File: config.mk
export PLATFORM = sky130hd
export DESIGN_NAME = avs_clip_interp
export DESIGN_NICKNAME = d
export VERILOG_FILES = /design/src/sv/avs_pkg.sv /design/src/sv/avs_clip_interp.sv
export SDC_FILE = /design/constraint.sdc
export NUM_CORES = 1
export LEC_CHECK = 0
export BUFFER_PORTS_ARGS = -buffer_cell sky130_fd_sc_hd__buf_4
export CAP_MARGIN = 20
export CORE_UTILIZATION = 50
export DETAILED_ROUTE_END_ITERATION = 10
export PLACE_DENSITY = 0.64
export SLEW_MARGIN = 25
export SYNTH_ARGS = -nofsm -noshare
export SYNTH_HDL_FRONTEND = slang
export SYNTH_SLANG_ARGS = --single-unit
File: constraint.sdc
create_clock -name clk_i -period 22.7 [get_ports clk_i]
set_clock_uncertainty 0.1 [all_clocks]
set_input_delay 2.27 -clock clk_i [delete_from_list [all_inputs] [get_ports clk_i]]
set_output_delay 2.27 -clock clk_i [all_outputs]
set_load 0.005 [all_outputs]
File: src/sv/avs_pkg.sv
package avs_pkg;

  typedef enum logic [1:0] {
    FUNC_WRITE = 2'd0,
    FUNC_START = 2'd1,
    FUNC_STOP  = 2'd2,
    FUNC_MIX   = 2'd3
  } avs_func_e;

  typedef enum logic [1:0] {
    CFG_CLIP_STEP  = 2'd0,
    CFG_TONE_PHASE = 2'd1,
    CFG_MUTE       = 2'd2,
    CFG_UNUSED     = 2'd3
  } avs_cfg_e;

  typedef enum logic [2:0] {
    ST_IDLE,
    ST_ADDR,
    ST_MUL,
    ST_SCALE,
    ST_MIX
  } avs_state_e;

  typedef struct packed {
    logic mul_en;
    logic scale_en;
  } avs_stage_t;

  // Integer part of the play position; also holds a 16-bit store address.
  localparam int unsigned POS_INT_W = 18;

  localparam logic [23:0] CLIP_STEP_RST  = 24'd14532;
  localparam logic [31:0] TONE_PHASE_RST = 32'd86390;

  localparam logic [15:0] TONE_HZ_LOW  = 16'd20;
  localparam logic [15:0] TONE_HZ_HIGH = 16'd20000;

  localparam logic signed [17:0] TONE_POS = 18'sd6000;
  localparam logic signed [17:0] TONE_NEG = -18'sd6000;
  localparam logic signed [17:0] SAT_MAX  = 18'sd32767;
  localparam logic signed [17:0] SAT_MIN  = -18'sd32768;

  localparam logic signed [8:0] SILENCE = 9'sd128;

endpackage

File: src/sv/avs_clip_interp.sv
module avs_clip_interp
  import avs_pkg::*;
#(
  parameter int unsigned FRAC_BITS = 16
) (
  input  logic                 clk_i,
  input  avs_stage_t           ctrl_i,
  input  logic [7:0]           smp_a_i,
  input  logic [7:0]           smp_b_i,
  input  logic [FRAC_BITS-1:0] frac_i,
  output logic signed [15:0]   part_o
);

  localparam int unsigned IW = FRAC_BITS + 10;
  localparam int unsigned NW = IW + 7;

  logic signed [8:0]           a_off_w;
  logic signed [8:0]           diff_w;
  logic signed [FRAC_BITS+9:0] slope_w;
  logic signed [IW-1:0]        base_w;
  logic signed [IW-1:0]        interp_d;
  logic signed [IW-1:0]        interp_q;
  logic signed [NW-1:0]        wide_w;
  logic signed [NW-1:0]        num_w;
  logic signed [NW-1:0]        bias_w;
  logic signed [NW-1:0]        biased_w;
  logic signed [NW-1:0]        shifted_w;
  logic signed [15:0]          part_q;

  // (a - 128) * one + (b - a) * frac equals the weighted sum less the offset.
  assign a_off_w  = $signed({1'b0, smp_a_i}) - SILENCE;
  assign diff_w   = $signed({1'b0, smp_b_i}) - $signed({1'b0, smp_a_i});
  assign slope_w  = diff_w * $signed({1'b0, frac_i});
  assign base_w   = IW'(a_off_w) <<< FRAC_BITS;
  assign interp_d = base_w + IW'(slope_w);

  always_ff @(posedge clk_i) begin
    if (ctrl_i.mul_en) begin
      interp_q <= interp_d;
    end
  end

  // Scale by 120 and drop the fraction, rounding toward zero.
  assign wide_w    = NW'(interp_q);
  assign num_w     = (wide_w <<< 7) - (wide_w <<< 3);
  assign bias_w    = num_w[NW-1] ? $signed({{(NW-FRAC_BITS){1'b0}}, {FRAC_BITS{1'b1}}})
                                 : '0;
  assign biased_w  = num_w + bias_w;
  assign shifted_w = biased_w >>> FRAC_BITS;

  always_ff @(posedge clk_i) begin
    if (ctrl_i.scale_en) begin
      part_q <= shifted_w[15:0];
    end
  end

  assign part_o = part_q;

endmodule

### Yosys cells after proc, flatten, opt, wreduce, memory -nomap -nowiden

Cells that the tools add are included.

| storage, ports and cells | value |
|---|---|
| output and inout bits | 16 |
| bits of input ports | 35 |
| register bits | 42 |

| cells by class | value |
|---|---|
| multipliers | 1 |
| $add $sub $neg | 5 |
| mux-type cells | 1 |

Operators by type and width:

| operator | count |
|---|---|
| $sub A33 B29 Y33 | 1 |
| $add A32 B17 Y32 | 1 |
| $add A25 B26 Y26 | 1 |
| $mul A9 B17 Y26 | 1 |
| $mux W16 | 1 |
| $sub A8 B8 Y9 | 1 |
| $sub A8 B8 Y9 const B | 1 |

### Logic depth before layout (Yosys ltp)

| depth | value |
|---|---|
| depth after elaboration | 3 |
| gate-level depth with buffers | 29 |
| gate-level depth less buffers | 28 |

### Least setup slack after synthesis

OpenSTA, ideal clock, no wires.

| timing path | value |
|---|---|
| path kind | input to register |
| from | in smp_a_i[1] |
| to | reg interp_q[25], data pin |
| path buffers | 1 |
| arrival time | 8.589 ns |
| cell stages on the path | 29 |
| required time | 22.340 ns |
| slack | 13.751 ns |
| path through | inv_1 > ha_1 > nor2b_1 > o21ai_0 > nand2b_1 > a21o_1 > a21o_1 > a21o_1 > a21oi_1 > xnor2_1 > clkbuf_1 > nand2_1 > fa_1 > inv_1 > fa_1 > fa_1 > inv_1 > fa_1 > fa_1 > inv_1 > ha_1 > a21oi_1 > o21a_1 > o311a_1 > o311a_1 > o21ai_0 > a31o_2 > a21oi_1 > xnor2_1 |

| on the way | value |
|---|---|
| longest elaborated chain between the ends | 3 |

Ends and longest elaborated chain:

| element | RTL line | RTL |
|---|---|---|
| from (decl) | avs_clip_interp.sv:8 | `input logic [7:0] smp_a_i,` |
| $sub A8 B8 Y9 | avs_clip_interp.sv:32 | `assign diff_w = $signed({1'b0, smp_b_i}) - $signed({1'b0, smp_a_i});` |
| $mul A9 B17 Y26 | avs_clip_interp.sv:33 | `assign slope_w = diff_w * $signed({1'b0, frac_i});` |
| $add A25 B26 Y26 (*) | avs_clip_interp.sv:35 | `assign interp_d = base_w + IW'(slope_w);` |
| via interp_d[25] | avs_clip_interp.sv:21 | `logic signed [IW-1:0] interp_d;` |
| to (signal assigned) | avs_clip_interp.sv:39 | `interp_q <= interp_d;` |
| to (decl) | avs_clip_interp.sv:22 | `logic signed [IW-1:0] interp_q;` |

The timed path passes the listed nets; every way through them passes the cells marked *.
A chain may end at the register's enable or synchronous reset.

### Worst setup path after layout

| timing path | value |
|---|---|
| from | in smp_a_i[2] |
| to | reg interp_q[25], data pin |

Same word-level chain as after synthesis.

==> run metrics <==
placed cell areas 9470 um^2; die extent in x 135 um; r2r endpoint part_o[12]$_DFFE_PP_; Non-Filler Instances 1232; fraction of layout cells with a size suffix above 1 9.24%; Stages on worst setup path 29; R2R setup slack 17910 ps; buffers inserted by post-CTS timing repair 0; hold path cells 3; Slew @ Worst Pin 886 ps; total I/O pin count 51; starting density of the core 51.2%; max cap viols 0; Final Setup Violations 0; First DRT Iteration DRCs 271; global placer's final weighted congestion 0.862; fmax 110 MHz; Top FF cell, synth edfxtp_1; area of the multi-input gates 6920 um^2; Fin. Hold Viols 0; Reg area 1260 um^2; Post-Synthesis Cells 965; Post-Syn Area 8860 um^2; Post-synth EDFFs 42; slew margin rel. 40.7%; CTS Hold Bufs 0; sequential fraction of the synthesis area 14.2%; CP Capture Type register; crit share post-route 39.9%; Crit-path slowest cell fa_1; critical path type input pin to register; GR Util All Layers 22.1%; Hold Path Origin interp_q[18]$_DFFE_PP_; Die Footprint 18300 um^2; ys async rst share 0%; Inserted Diodes 0; CTS tree done; Worst Hold Endpoint part_o[9]$_DFFE_PP_; Synth warnings 0; CORE AREA 17300 um^2; r2r worst-path depth 17; vias in the first global route 6560; nets 1257; WP data required 22650 ps; delay-heaviest family, CP adder cells; Detail Placement HPWL 16.2 mm; largest net degree at the start of global routing 27; Final Cell Area 9630 um^2; Via Count 6822; Filler cells 1606; critical path peak fanout 18; placed insts 1224; post-route ant nets 0; Yosys reg bits 42; clk slew on worst S/H paths 70 ps; Critical Path Source Type input pin; global-route wire length before repair 32.0 mm; Rows 48; Clock Sinks 42; Buffers & Inverters on Critical Path 6; die height 135 um; Hold Path Class register to register; Area Growth Syn to Fin 8.67%; status finished clean; # resized after CTS 0; Skew-Pair Late Insertion Delay 300 ps; Via-to-Cell Ratio 5.54; CTS Buf Count 5; setup tns final 0 ps; crit path time final 9060 ps; GRT Residual Overflow 0; final WL 19.2 mm; TritonRoute pass-1 iters 5; worst-case clock buffer depth 2; slowest stage delay, CP 540 ps; RR Startpoint interp_q[6]$_DFFE_PP_; clock root buffer clkbuf_16; library cells used by synthesis 76; RSZ-0062 raised after global routing no; Post-Syn Nets 1216; Avg WL per Cell 15.6 um; Pins Over Slew Limit 0; Hold Worst Slack 996 ps; Arr. time, crit path 9010 ps; DRC Markers 0; syn_area_per_cell 9.18 um^2; antenna violations before repair 0; port bufs 50; H-tree depth 2; CP most frequent cell fa_1
## metrics by stage
stage,util [%],setup WS [ps]
global placement,54.8,13320
detailed placement,54.8,13250
finish,55.6,13640
CTS,55.6,13570
floorplan,-,13750
global route,55.6,13180
## placed cells by master (no fill, tap or decap), types with 3 or more instances in the layout
cell and count:
nand2_1 56, or2_2 6, or3_1 6, a211oi_1 7, nor3_1 16, ha_1 107, a21oi_1 48, and2_1 74
clkbuf_16 5, nand3_1 14, a21o_1 27, edfxtp_1 42, buf_4 57, o31ai_1 9, o22ai_1 3, nor2_1 40
o211ai_1 3, xnor2_1 35, o21bai_1 6, o21ai_1 3, mux2i_1 3, xor2_1 22, nor2b_1 12, inv_1 155
o311a_1 3, nand2b_1 31, fa_1 109, nor3b_1 3, nand4_1 14, a31oi_1 6, o21a_1 8, o21ai_0 19
inv_6 3
## layer usage
layer | GRT usage (%) | wire length (um)
met1 | 28.7 | 8750
met2 | 40.3 | 9820
met3 | 1.50 | 388
met4 | 4.62 | 240
met5 | 0 | 0
## worst min-delay path: stages (launching register included)
cell	delay [ps]
edfxtp_1	400
ha_1	270
xor2_1	150
xnor2_1	160
## cells in the mapped netlist (12+ instances only)
library cell,instances,area share (%)
inv_1,155,6.6
nand4_1,14,0.99
o21ai_0,19,1.1
nand3_1,14,0.79
xnor2_1,36,3.6
a21oi_1,48,2.7
nand2b_1,31,2.2
xor2_1,22,2.2
edfxtp_1,42,14
clkbuf_1,14,0.59
nand2_1,56,2.4
and2_1,74,5.2
a21o_1,27,2.3
nor3_1,16,0.90
nor2_1,40,1.7
nor2b_1,12,0.85
fa_1,109,25
ha_1,107,15
## state kept, by name, summed over array words and instances (netlist names)
name,flops
part_o,16
interp_q,26
## worst max-delay path by stage
stage                     startpoint                endpoint
after global placement    smp_a_i[2]  interp_q[22]$_DFFE_PP_
after global routing      smp_b_i[0]  interp_q[22]$_DFFE_PP_
after floorplan           smp_a_i[1]  interp_q[25]$_DFFE_PP_
final                     smp_a_i[2]  interp_q[25]$_DFFE_PP_
after detailed placement  smp_a_i[2]  interp_q[22]$_DFFE_PP_
after CTS                 smp_a_i[2]  interp_q[22]$_DFFE_PP_
## cell type report
type                       count  area share, %
multi-input combinational    744           71.9
tap                          225           2.92
sequential                    42           13.1
clock buffer                   5           1.30
timing repair buffer          57           4.45
inverter                     156           6.08
clock inverter                 3          0.273
## kinds of logic after synthesis
logic type | count (synthesis) | share of synthesized area, %
muxes | 3 | 0.339
AOI/OAI and AO/OA | 170 | 13.2
buffers and inverters | 179 | 7.80
adders and majority gates | 216 | 39.8
and+or+nand+nor | 296 | 18.8
DFF | 42 | 14.2
xor gates and xnor gates | 59 | 5.92
Power is not shown: default switching activity piles up to over one toggle a cycle in this logic, so the estimate is an artifact.
