[src/sv/avs_pkg.sv]
package avs_pkg;

  typedef enum logic [1:0] {
    FUNC_WRITE = 2'd0,
    FUNC_START = 2'd1,
    FUNC_STOP  = 2'd2,
    FUNC_MIX   = 2'd3
  } avs_func_e;

  typedef enum logic [1:0] {
    CFG_CLIP_STEP  = 2'd0,
    CFG_TONE_PHASE = 2'd1,
    CFG_MUTE       = 2'd2,
    CFG_UNUSED     = 2'd3
  } avs_cfg_e;

  typedef enum logic [2:0] {
    ST_IDLE,
    ST_ADDR,
    ST_MUL,
    ST_SCALE,
    ST_MIX
  } avs_state_e;

  typedef struct packed {
    logic mul_en;
    logic scale_en;
  } avs_stage_t;

  // Integer part of the play position; also holds a 16-bit store address.
  localparam int unsigned POS_INT_W = 18;

  localparam logic [23:0] CLIP_STEP_RST  = 24'd14532;
  localparam logic [31:0] TONE_PHASE_RST = 32'd86390;

  localparam logic [15:0] TONE_HZ_LOW  = 16'd20;
  localparam logic [15:0] TONE_HZ_HIGH = 16'd20000;

  localparam logic signed [17:0] TONE_POS = 18'sd6000;
  localparam logic signed [17:0] TONE_NEG = -18'sd6000;
  localparam logic signed [17:0] SAT_MAX  = 18'sd32767;
  localparam logic signed [17:0] SAT_MIN  = -18'sd32768;

  localparam logic signed [8:0] SILENCE = 9'sd128;

endpackage

[src/sv/avs_addr_mod.sv]
module avs_addr_mod
  import avs_pkg::*;
#(
  parameter int unsigned DEPTH = 65536
) (
  input  logic                         clk_i,
  input  logic                         load_i,
  input  logic [POS_INT_W-1:0]         val_i,
  output logic [$clog2(DEPTH)-1:0]     rem_o
);

  localparam int unsigned AW = $clog2(DEPTH);
  localparam int unsigned VW = POS_INT_W;
  localparam int unsigned SH = VW + AW;
  localparam int unsigned MW = SH - 7;
  localparam int unsigned PW = VW + MW;
  localparam int unsigned DW = VW + AW + 1;
  localparam longint unsigned RECIP = ((64'd1 << SH) + 64'(DEPTH) - 64'd1) / 64'(DEPTH);

  logic [VW-1:0] val_q;
  logic [VW-1:0] quo_q;
  logic [PW-1:0] prod_w;
  logic [DW-1:0] back_w;
  logic [DW-1:0] diff_w;

  // The reciprocal is rounded up with enough bits that the quotient is exact.
  assign prod_w = PW'(val_i) * PW'(RECIP);

  always_ff @(posedge clk_i) begin
    if (load_i) begin
      val_q <= val_i;
      quo_q <= VW'(prod_w >> SH);
    end
  end

  assign back_w = DW'(quo_q) * DW'(DEPTH);
  assign diff_w = DW'(val_q) - back_w;
  assign rem_o  = diff_w[AW-1:0];

endmodule

[config.mk]
export PLATFORM = sky130hd
export DESIGN_NAME = avs_addr_mod
export DESIGN_NICKNAME = d
export VERILOG_FILES = /design/src/sv/avs_pkg.sv /design/src/sv/avs_addr_mod.sv
export SDC_FILE = /design/constraint.sdc
export NUM_CORES = 1
export LEC_CHECK = 0
export BUFFER_PORTS_ARGS = -buffer_cell sky130_fd_sc_hd__buf_2
export CAP_MARGIN = 10
export CORE_MARGIN = 1.5
export CORE_UTILIZATION = 32
export CTS_BUF_LIST = sky130_fd_sc_hd__clkbuf_4
export CTS_CLUSTER_SIZE = 12
export DETAILED_ROUTE_END_ITERATION = 12
export HOLD_SLACK_MARGIN = 0.06
export PLACE_DENSITY = 0.66
export SETUP_SLACK_MARGIN = 0.5
export SLEW_MARGIN = 5
export SYNTH_ARGS = -nofsm -noshare
export SYNTH_HDL_FRONTEND = slang
export SYNTH_SLANG_ARGS = --single-unit
[constraint.sdc]
create_clock -name clk_i -period 0.8 [get_ports clk_i]
set_input_delay 0.08 -clock clk_i [delete_from_list [all_inputs] [get_ports clk_i]]
set_output_delay 0.08 -clock clk_i [all_outputs]
set_load 0.005 [all_outputs]
Word level (Yosys, flattened, before mapping)
Index checks and enable logic that the tools add are counted.
{ "classes": {"n_addsub": 1} }
{ "op_table": {"columns": ["operator", "count"], "rows": [
  ["$sub 16x1->16 const B", 1]
]} }
{ "word_totals": {"reg_bits": 16, "inputBits": 20, "output_inout_bits": 16, "elab_cells": 2} }

Logic depth before layout (Yosys ltp)
Gate-level depths: netlist of the first run.
{ "logic_depth": {"word_depth": 1, "mapped_depth": 0, "mapped_depth_nobuf": 0} }

Least setup slack after synthesis of the first run
OpenSTA, ideal clock, no wires.
{ "synth_timing": {"path_kind": "register to output", "start": "reg val_q[0]", "end": "out rem_o[0]", "t_arrival_ns": 0.355, "t_required_ns": 0.720, "path_slack_ns": 0.365, "stages_incl_launch_ff": 1, "path_buffers": 0, "cell_sequence": "edfxtp_1"} }
{ "synth_via": {"elab_chain_cells": 1} }
{ "synth_rtl": {"columns": ["item", "line", "rtl"], "rows": [
  ["start: declaration", "avs_addr_mod.sv:20", "logic [VW-1:0] val_q;"],
  ["start signal: assignment", "avs_addr_mod.sv:31", "val_q <= val_i;"],
  ["$sub 16x1->16", "avs_addr_mod.sv:37", "assign diff_w = DW'(val_q) - back_w;"],
  ["end: declaration", "avs_addr_mod.sv:9", "output logic [$clog2(DEPTH)-1:0] rem_o"]
]} }
No other way between the ends.

Worst setup path after layout of the first run
{ "layout_timing": {"start": "reg val_q[11]", "end": "out rem_o[11]"} }
Same word-level chain as after synthesis.

==> results of run 1 <==
[Yosys cell counts]
| library cell | count |
|---|---|
| edfxtp_1 | 16 |
[path summary, 6_finish.rpt]
path	from	end	cells after the start
setup / recovery	val_q[11]	rem_o[11]	1
hold / removal	val_i[8]	val_q[8]	1
[final cells by class]
class	count	area, um^2	area share
Timing Repair Buffer	33	171	0.247
Sequential cell	16	480	0.693
Clock buffer	3	22.5	0.0325
Tap cell	15	18.8	0.0271
[cells by family after synthesis]
logic type and Yosys count:
flops 16
[per-layer routing]
layer | track usage | vias up
li1 | - | 136
met1 | 0.120 | 124
met2 | 0.125 | 22
met3 | 0.0609 | 0
met4 | 0.0387 | 0
met5 | 0 | -
[power by group through the flow]
stage,Sequential [mW],Clock [mW],Combinational (mW)
6_report,1.01,0.389,0.125
5_1_grt,1.01,0.444,0.139
4_1_cts,1.01,0.407,0.128
3_5_place_dp,1.03,0,0.124
3_3_place_gp,1.03,0,0.122
2_1_floorplan,1.04,0,0
[cell usage in the layout (no fill, tap or decap), drive strengths merged]
master  synthesis  routed
clkbuf          0       3
edfxtp         16      16
buf             0      33
[through the flow]
step / util / total power, mW / hold slack, ps / cells / instance area, um^2
2_1_floorplan: - / 1.04 / 179 / 16 / 480
3_3_place_gp: 0.492 / 1.15 / 256 / 64 / 664
3_5_place_dp: 0.492 / 1.15 / 258 / 64 / 664
4_1_cts: 0.513 / 1.54 / -32.3 / 67 / 693
5_1_grt: 0.513 / 1.60 / -42.7 / 67 / 693
6_report: 0.513 / 1.52 / -21.1 / 67 / 693
[what timing repair did]
item                                    4_1_cts  5_1_grt
gates resized for setup                       2        0
endpoints found under the setup margin       32       16
endpoints found under the hold margin        16       16
buffers inserted                              0        0
==> impl_metrics.env, run 1 <==
export IMPL_combPwrFrac=0.082
export IMPL_via_per_inst=4.21
export IMPL_tns_ps=-652
export IMPL_irDropWorstVdd_v=0.00146
export IMPL_status="complete, but fails checks"
export IMPL_met1Wirelength_um=319
export IMPL_synthesis_nets=36
export IMPL_synth_xor_area_frac=0
export IMPL_core_um2=1350
export IMPL_overflow=0
export IMPL_die_h_um=41.8
export IMPL_cp_required_ps=720
export IMPL_cp_end_kind="primary output"
export IMPL_rows=13
export IMPL_p_sw_mw=0.281
export IMPL_largest_reg_flops=16
export IMPL_powerDensity_nw_per_um2=2190
export IMPL_tritoncts="built"
export IMPL_largest_register="val_q"
export IMPL_synth_area_mux_share=0
export IMPL_synth_seq_cells=16
export IMPL_antenna_diode_count=0
export IMPL_fp_dieArea_um2=1740
export IMPL_antenna_found_initial=0
export IMPL_drt_iter0_markers=1
export IMPL_yosys_cell_types_count=1
export IMPL_io_buffer_count=33
export IMPL_startpoint_type="flip-flop"
export IMPL_synthesis_instances=16
export IMPL_dr_max_layer_used="met3"
export IMPL_p_clk_frac=0.256
export IMPL_synth_area_um2=480
export IMPL_htreeDepth=1
export IMPL_yosysTopAreaCellShare=1.00
export IMPL_yosysTopAreaCell="edfxtp_1"
export IMPL_synth_area_leaders="edfxtp_1"
export IMPL_yosysSeqAreaShare=1.00
export IMPL_ys_warn_count=0
export IMPL_yosys_area_share_simple=0
export IMPL_grt_setup_unrepaired="true"
export IMPL_power_leakage_nw=0.302
export IMPL_num_io_pins=36
export IMPL_wl_met2_um=319
export IMPL_fin_crit_ps=862
export IMPL_power_frac_seq=0.662
export IMPL_vias=282
export IMPL_hold_slack_ps=-21.1
export IMPL_critPathTopFamily="flip-flops"
export IMPL_first_global_vias=260
export IMPL_drc_errors=0
export IMPL_cts_num_sinks=16
export IMPL_cts_buffer_depth=2
export IMPL_wl_per_cell_um=11.3
export IMPL_multi_input_area_um2=0
export IMPL_ant_nets=0
export IMPL_slew_headroom=0.906
export IMPL_arrival_ps=780
export IMPL_critical_path_max_fanout=1
export IMPL_setup_viol=16
export IMPL_first_pass_iters=3
export IMPL_globalplace_congestion=0.594
export IMPL_clkTransAtPathRegs_ps=80
export IMPL_dr_wl_met3_um=115
export IMPL_final_setup_worst_slack_ps=-62.3
export IMPL_cp_cell_sequence="buf_2"
export IMPL_slowest_stage="edfxtp_1"
export IMPL_grtUsageTotal=0.0939
export IMPL_synth_avg_cell_area_um2=30.0
export IMPL_wl_um=755
export IMPL_clock_fmax_mhz=1160
export IMPL_cp_slowest_stage_delay_ps=380
export IMPL_die_w_um=41.8
export IMPL_finalCritPeriodShare=1.08
export IMPL_yosys_area_share_adder=0
export IMPL_pre_cts_ws_ps=58.0
export IMPL_synth_compound_area_frac=0
export IMPL_worstSetupPathType="flip-flop to primary output"
export IMPL_hold_violations=15
export IMPL_p_int_mw=1.24
export IMPL_hold_path_class="input port to flip-flop"
export IMPL_grt_max_degree=17
export IMPL_num_nets_final=74
export IMPL_crit_buf_inv=1
export IMPL_slew_viol_final=0
export IMPL_root_buffer="clkbuf_4"
export IMPL_drive_above_1_share=0.692
export IMPL_largestRegisters="val_q: 16 flops"
export IMPL_syn2layout_area_growth_pct=44.3
export IMPL_cap_violations=0
export IMPL_fillCellCount=130
export IMPL_nMultiInputCombCells=0
export IMPL_grt_pass1_wl_um=1150
export IMPL_failed_checks="hold timing, setup timing"
export IMPL_cts_buffers=3
export IMPL_swShare=0.185
export IMPL_tightest_slew_ps=141
export IMPL_initial_utilization=0.356
No activity file was read; power rests on OpenSTA's default activity.
==> run 2: changes to the inputs <==
--- a/config.mk
+++ b/config.mk
@@ -13,7 +13,7 @@
 export CTS_CLUSTER_SIZE = 12
 export DETAILED_ROUTE_END_ITERATION = 12
 export HOLD_SLACK_MARGIN = 0.06
-export PLACE_DENSITY = 0.66
+export PLACE_DENSITY_LB_ADDON = 0.1
 export SETUP_SLACK_MARGIN = 0.5
 export SLEW_MARGIN = 5
 export SYNTH_ARGS = -nofsm -noshare
==> impl_metrics.env, run 2 (same netlist as run 1, synthesis figures left out) <==
export IMPL_status="complete, but fails checks"
export IMPL_failed_checks="hold timing, setup timing"
export IMPL_hold_violations=16
export IMPL_fp_dieArea_um2=1740
export IMPL_antenna_diode_count=0
export IMPL_startpoint_type="flip-flop"
export IMPL_grt_setup_unrepaired="true"
export IMPL_final_cell_mix="buf_2, edfxtp_1, clkbuf_4, clkinv_1, buf_6"
export IMPL_wl_per_cell_um=11.7
export IMPL_largestRegisters="val_q: 16 flops"
export IMPL_hold_path_class="input port to flip-flop"
export IMPL_top_usage_layer="met2"
export IMPL_grt_max_degree=17
export IMPL_cp_end_kind="primary output"
export IMPL_critPathTopFamily="flip-flops"
export IMPL_largest_register="val_q"
export IMPL_clkTransAtPathRegs_ps=80
export IMPL_first_pass_iters=1
export IMPL_ant_nets=0
export IMPL_setup_viol=16
export IMPL_io_buffer_count=33
export IMPL_total_power_mw=1.53
export IMPL_vias=286
export IMPL_largest_reg_flops=16
export IMPL_first_global_vias=279
export IMPL_cap_violations=0
export IMPL_overflow=0
export IMPL_slew_headroom=0.907
export IMPL_met3_usage=0.0478
export IMPL_wl_um=798
export IMPL_cts_buffer_depth=2
export IMPL_cts_buffers=3
export IMPL_cts_num_sinks=16
export IMPL_final_setup_worst_slack_ps=-62.7
export IMPL_htreeDepth=1
export IMPL_num_nets_final=74
export IMPL_globalplace_congestion=0.638
export IMPL_use_met2=0.156
export IMPL_multi_input_area_um2=0
export IMPL_drt_iter0_markers=0
export IMPL_power_leakage_nw=0.304
export IMPL_slew_viol_final=0
export IMPL_drive_above_1_share=0.679
export IMPL_final_util=0.516
export IMPL_initial_utilization=0.356
export IMPL_post_place_cells=64
export IMPL_arrival_ps=780
export IMPL_finalCritPeriodShare=1.08
export IMPL_die_w_um=41.8
export IMPL_via_per_inst=4.21
export IMPL_nMultiInputCombCells=0
export IMPL_die_h_um=41.8
export IMPL_slowest_stage="edfxtp_1"
export IMPL_syn2layout_area_growth_pct=45.1
export IMPL_antenna_found_initial=0
export IMPL_cp_slowest_stage_delay_ps=380
export IMPL_grt_pass1_wl_um=1200
export IMPL_tritoncts="built"
export IMPL_grtUsageTotal=0.0973
export IMPL_drc_errors=0
export IMPL_final_common_cell="buf_2"
export IMPL_met1_usage=0.102
export IMPL_powerDensity_nw_per_um2=2200
export IMPL_tightest_slew_ps=139
export IMPL_clock_fmax_mhz=1160
export IMPL_num_io_pins=36
export IMPL_worstSetupPathType="flip-flop to primary output"
export IMPL_hold_slack_ps=-21.7
export IMPL_irDropWorstVdd_v=0.00105
export IMPL_fin_crit_ps=863
export IMPL_rows=13
export IMPL_cp_required_ps=720
export IMPL_cp_cell_sequence="buf_2"
export IMPL_stdcell_count=68
export IMPL_crit_buf_inv=1
export IMPL_core_um2=1350
export IMPL_root_buffer="clkbuf_4"
export IMPL_critical_path_max_fanout=1
-- run 2: cell types whose count changed in the layout (fill, tap and decap cells not counted) --
cell,delta
clkinv_1,+1
-- run 2: layer usage --
metal / routed length [um] / share of wire / vias up
li1: - / - / 140
met1: 312 / 0.39 / 125
met5: 0 / 0 / -
met4: 0 / 0 / 0
met2: 394 / 0.49 / 21
met3: 91 / 0.11 / 0
-- run 2: repair_timing --
item | in CTS | in global routing
hold endpoints to repair | 16 | 16
gates resized for setup | 2 | 0
setup endpoints to repair | 32 | 16
buffers inserted | 0 | 0
-- run 2: layout make-up --
cell class	count	area, um^2
clock buffer	3	22.5
clock inverter	1	3.75
fill	123	653
sequential	16	480
tap	15	18.8
timing repair buffer	33	171
-- run 2: worst paths after layout --
path | start | to | cells after the start
worst min-delay path | val_i[6] | val_q[6] | 1
worst max-delay path | val_q[15] | rem_o[15] | 1
-- run 2: where the power goes --
part | switching (mW) | internal, mW
Combinational | 0.0543 | 0.0718
Clock | 0.219 | 0.180
Sequential | 0.0128 | 0.994
Total | 0.286 | 1.25
-- run 2: per-stage QoR --
stage	setup slack (ps)	TNS (ps)	instance area [um^2]
detailed placement	70.5	0	664
finish	-62.7	-697	697
global route	-130	-1500	697
global placement	91.2	0	664
CTS	-86.1	-981	697
floorplan	365	0	480
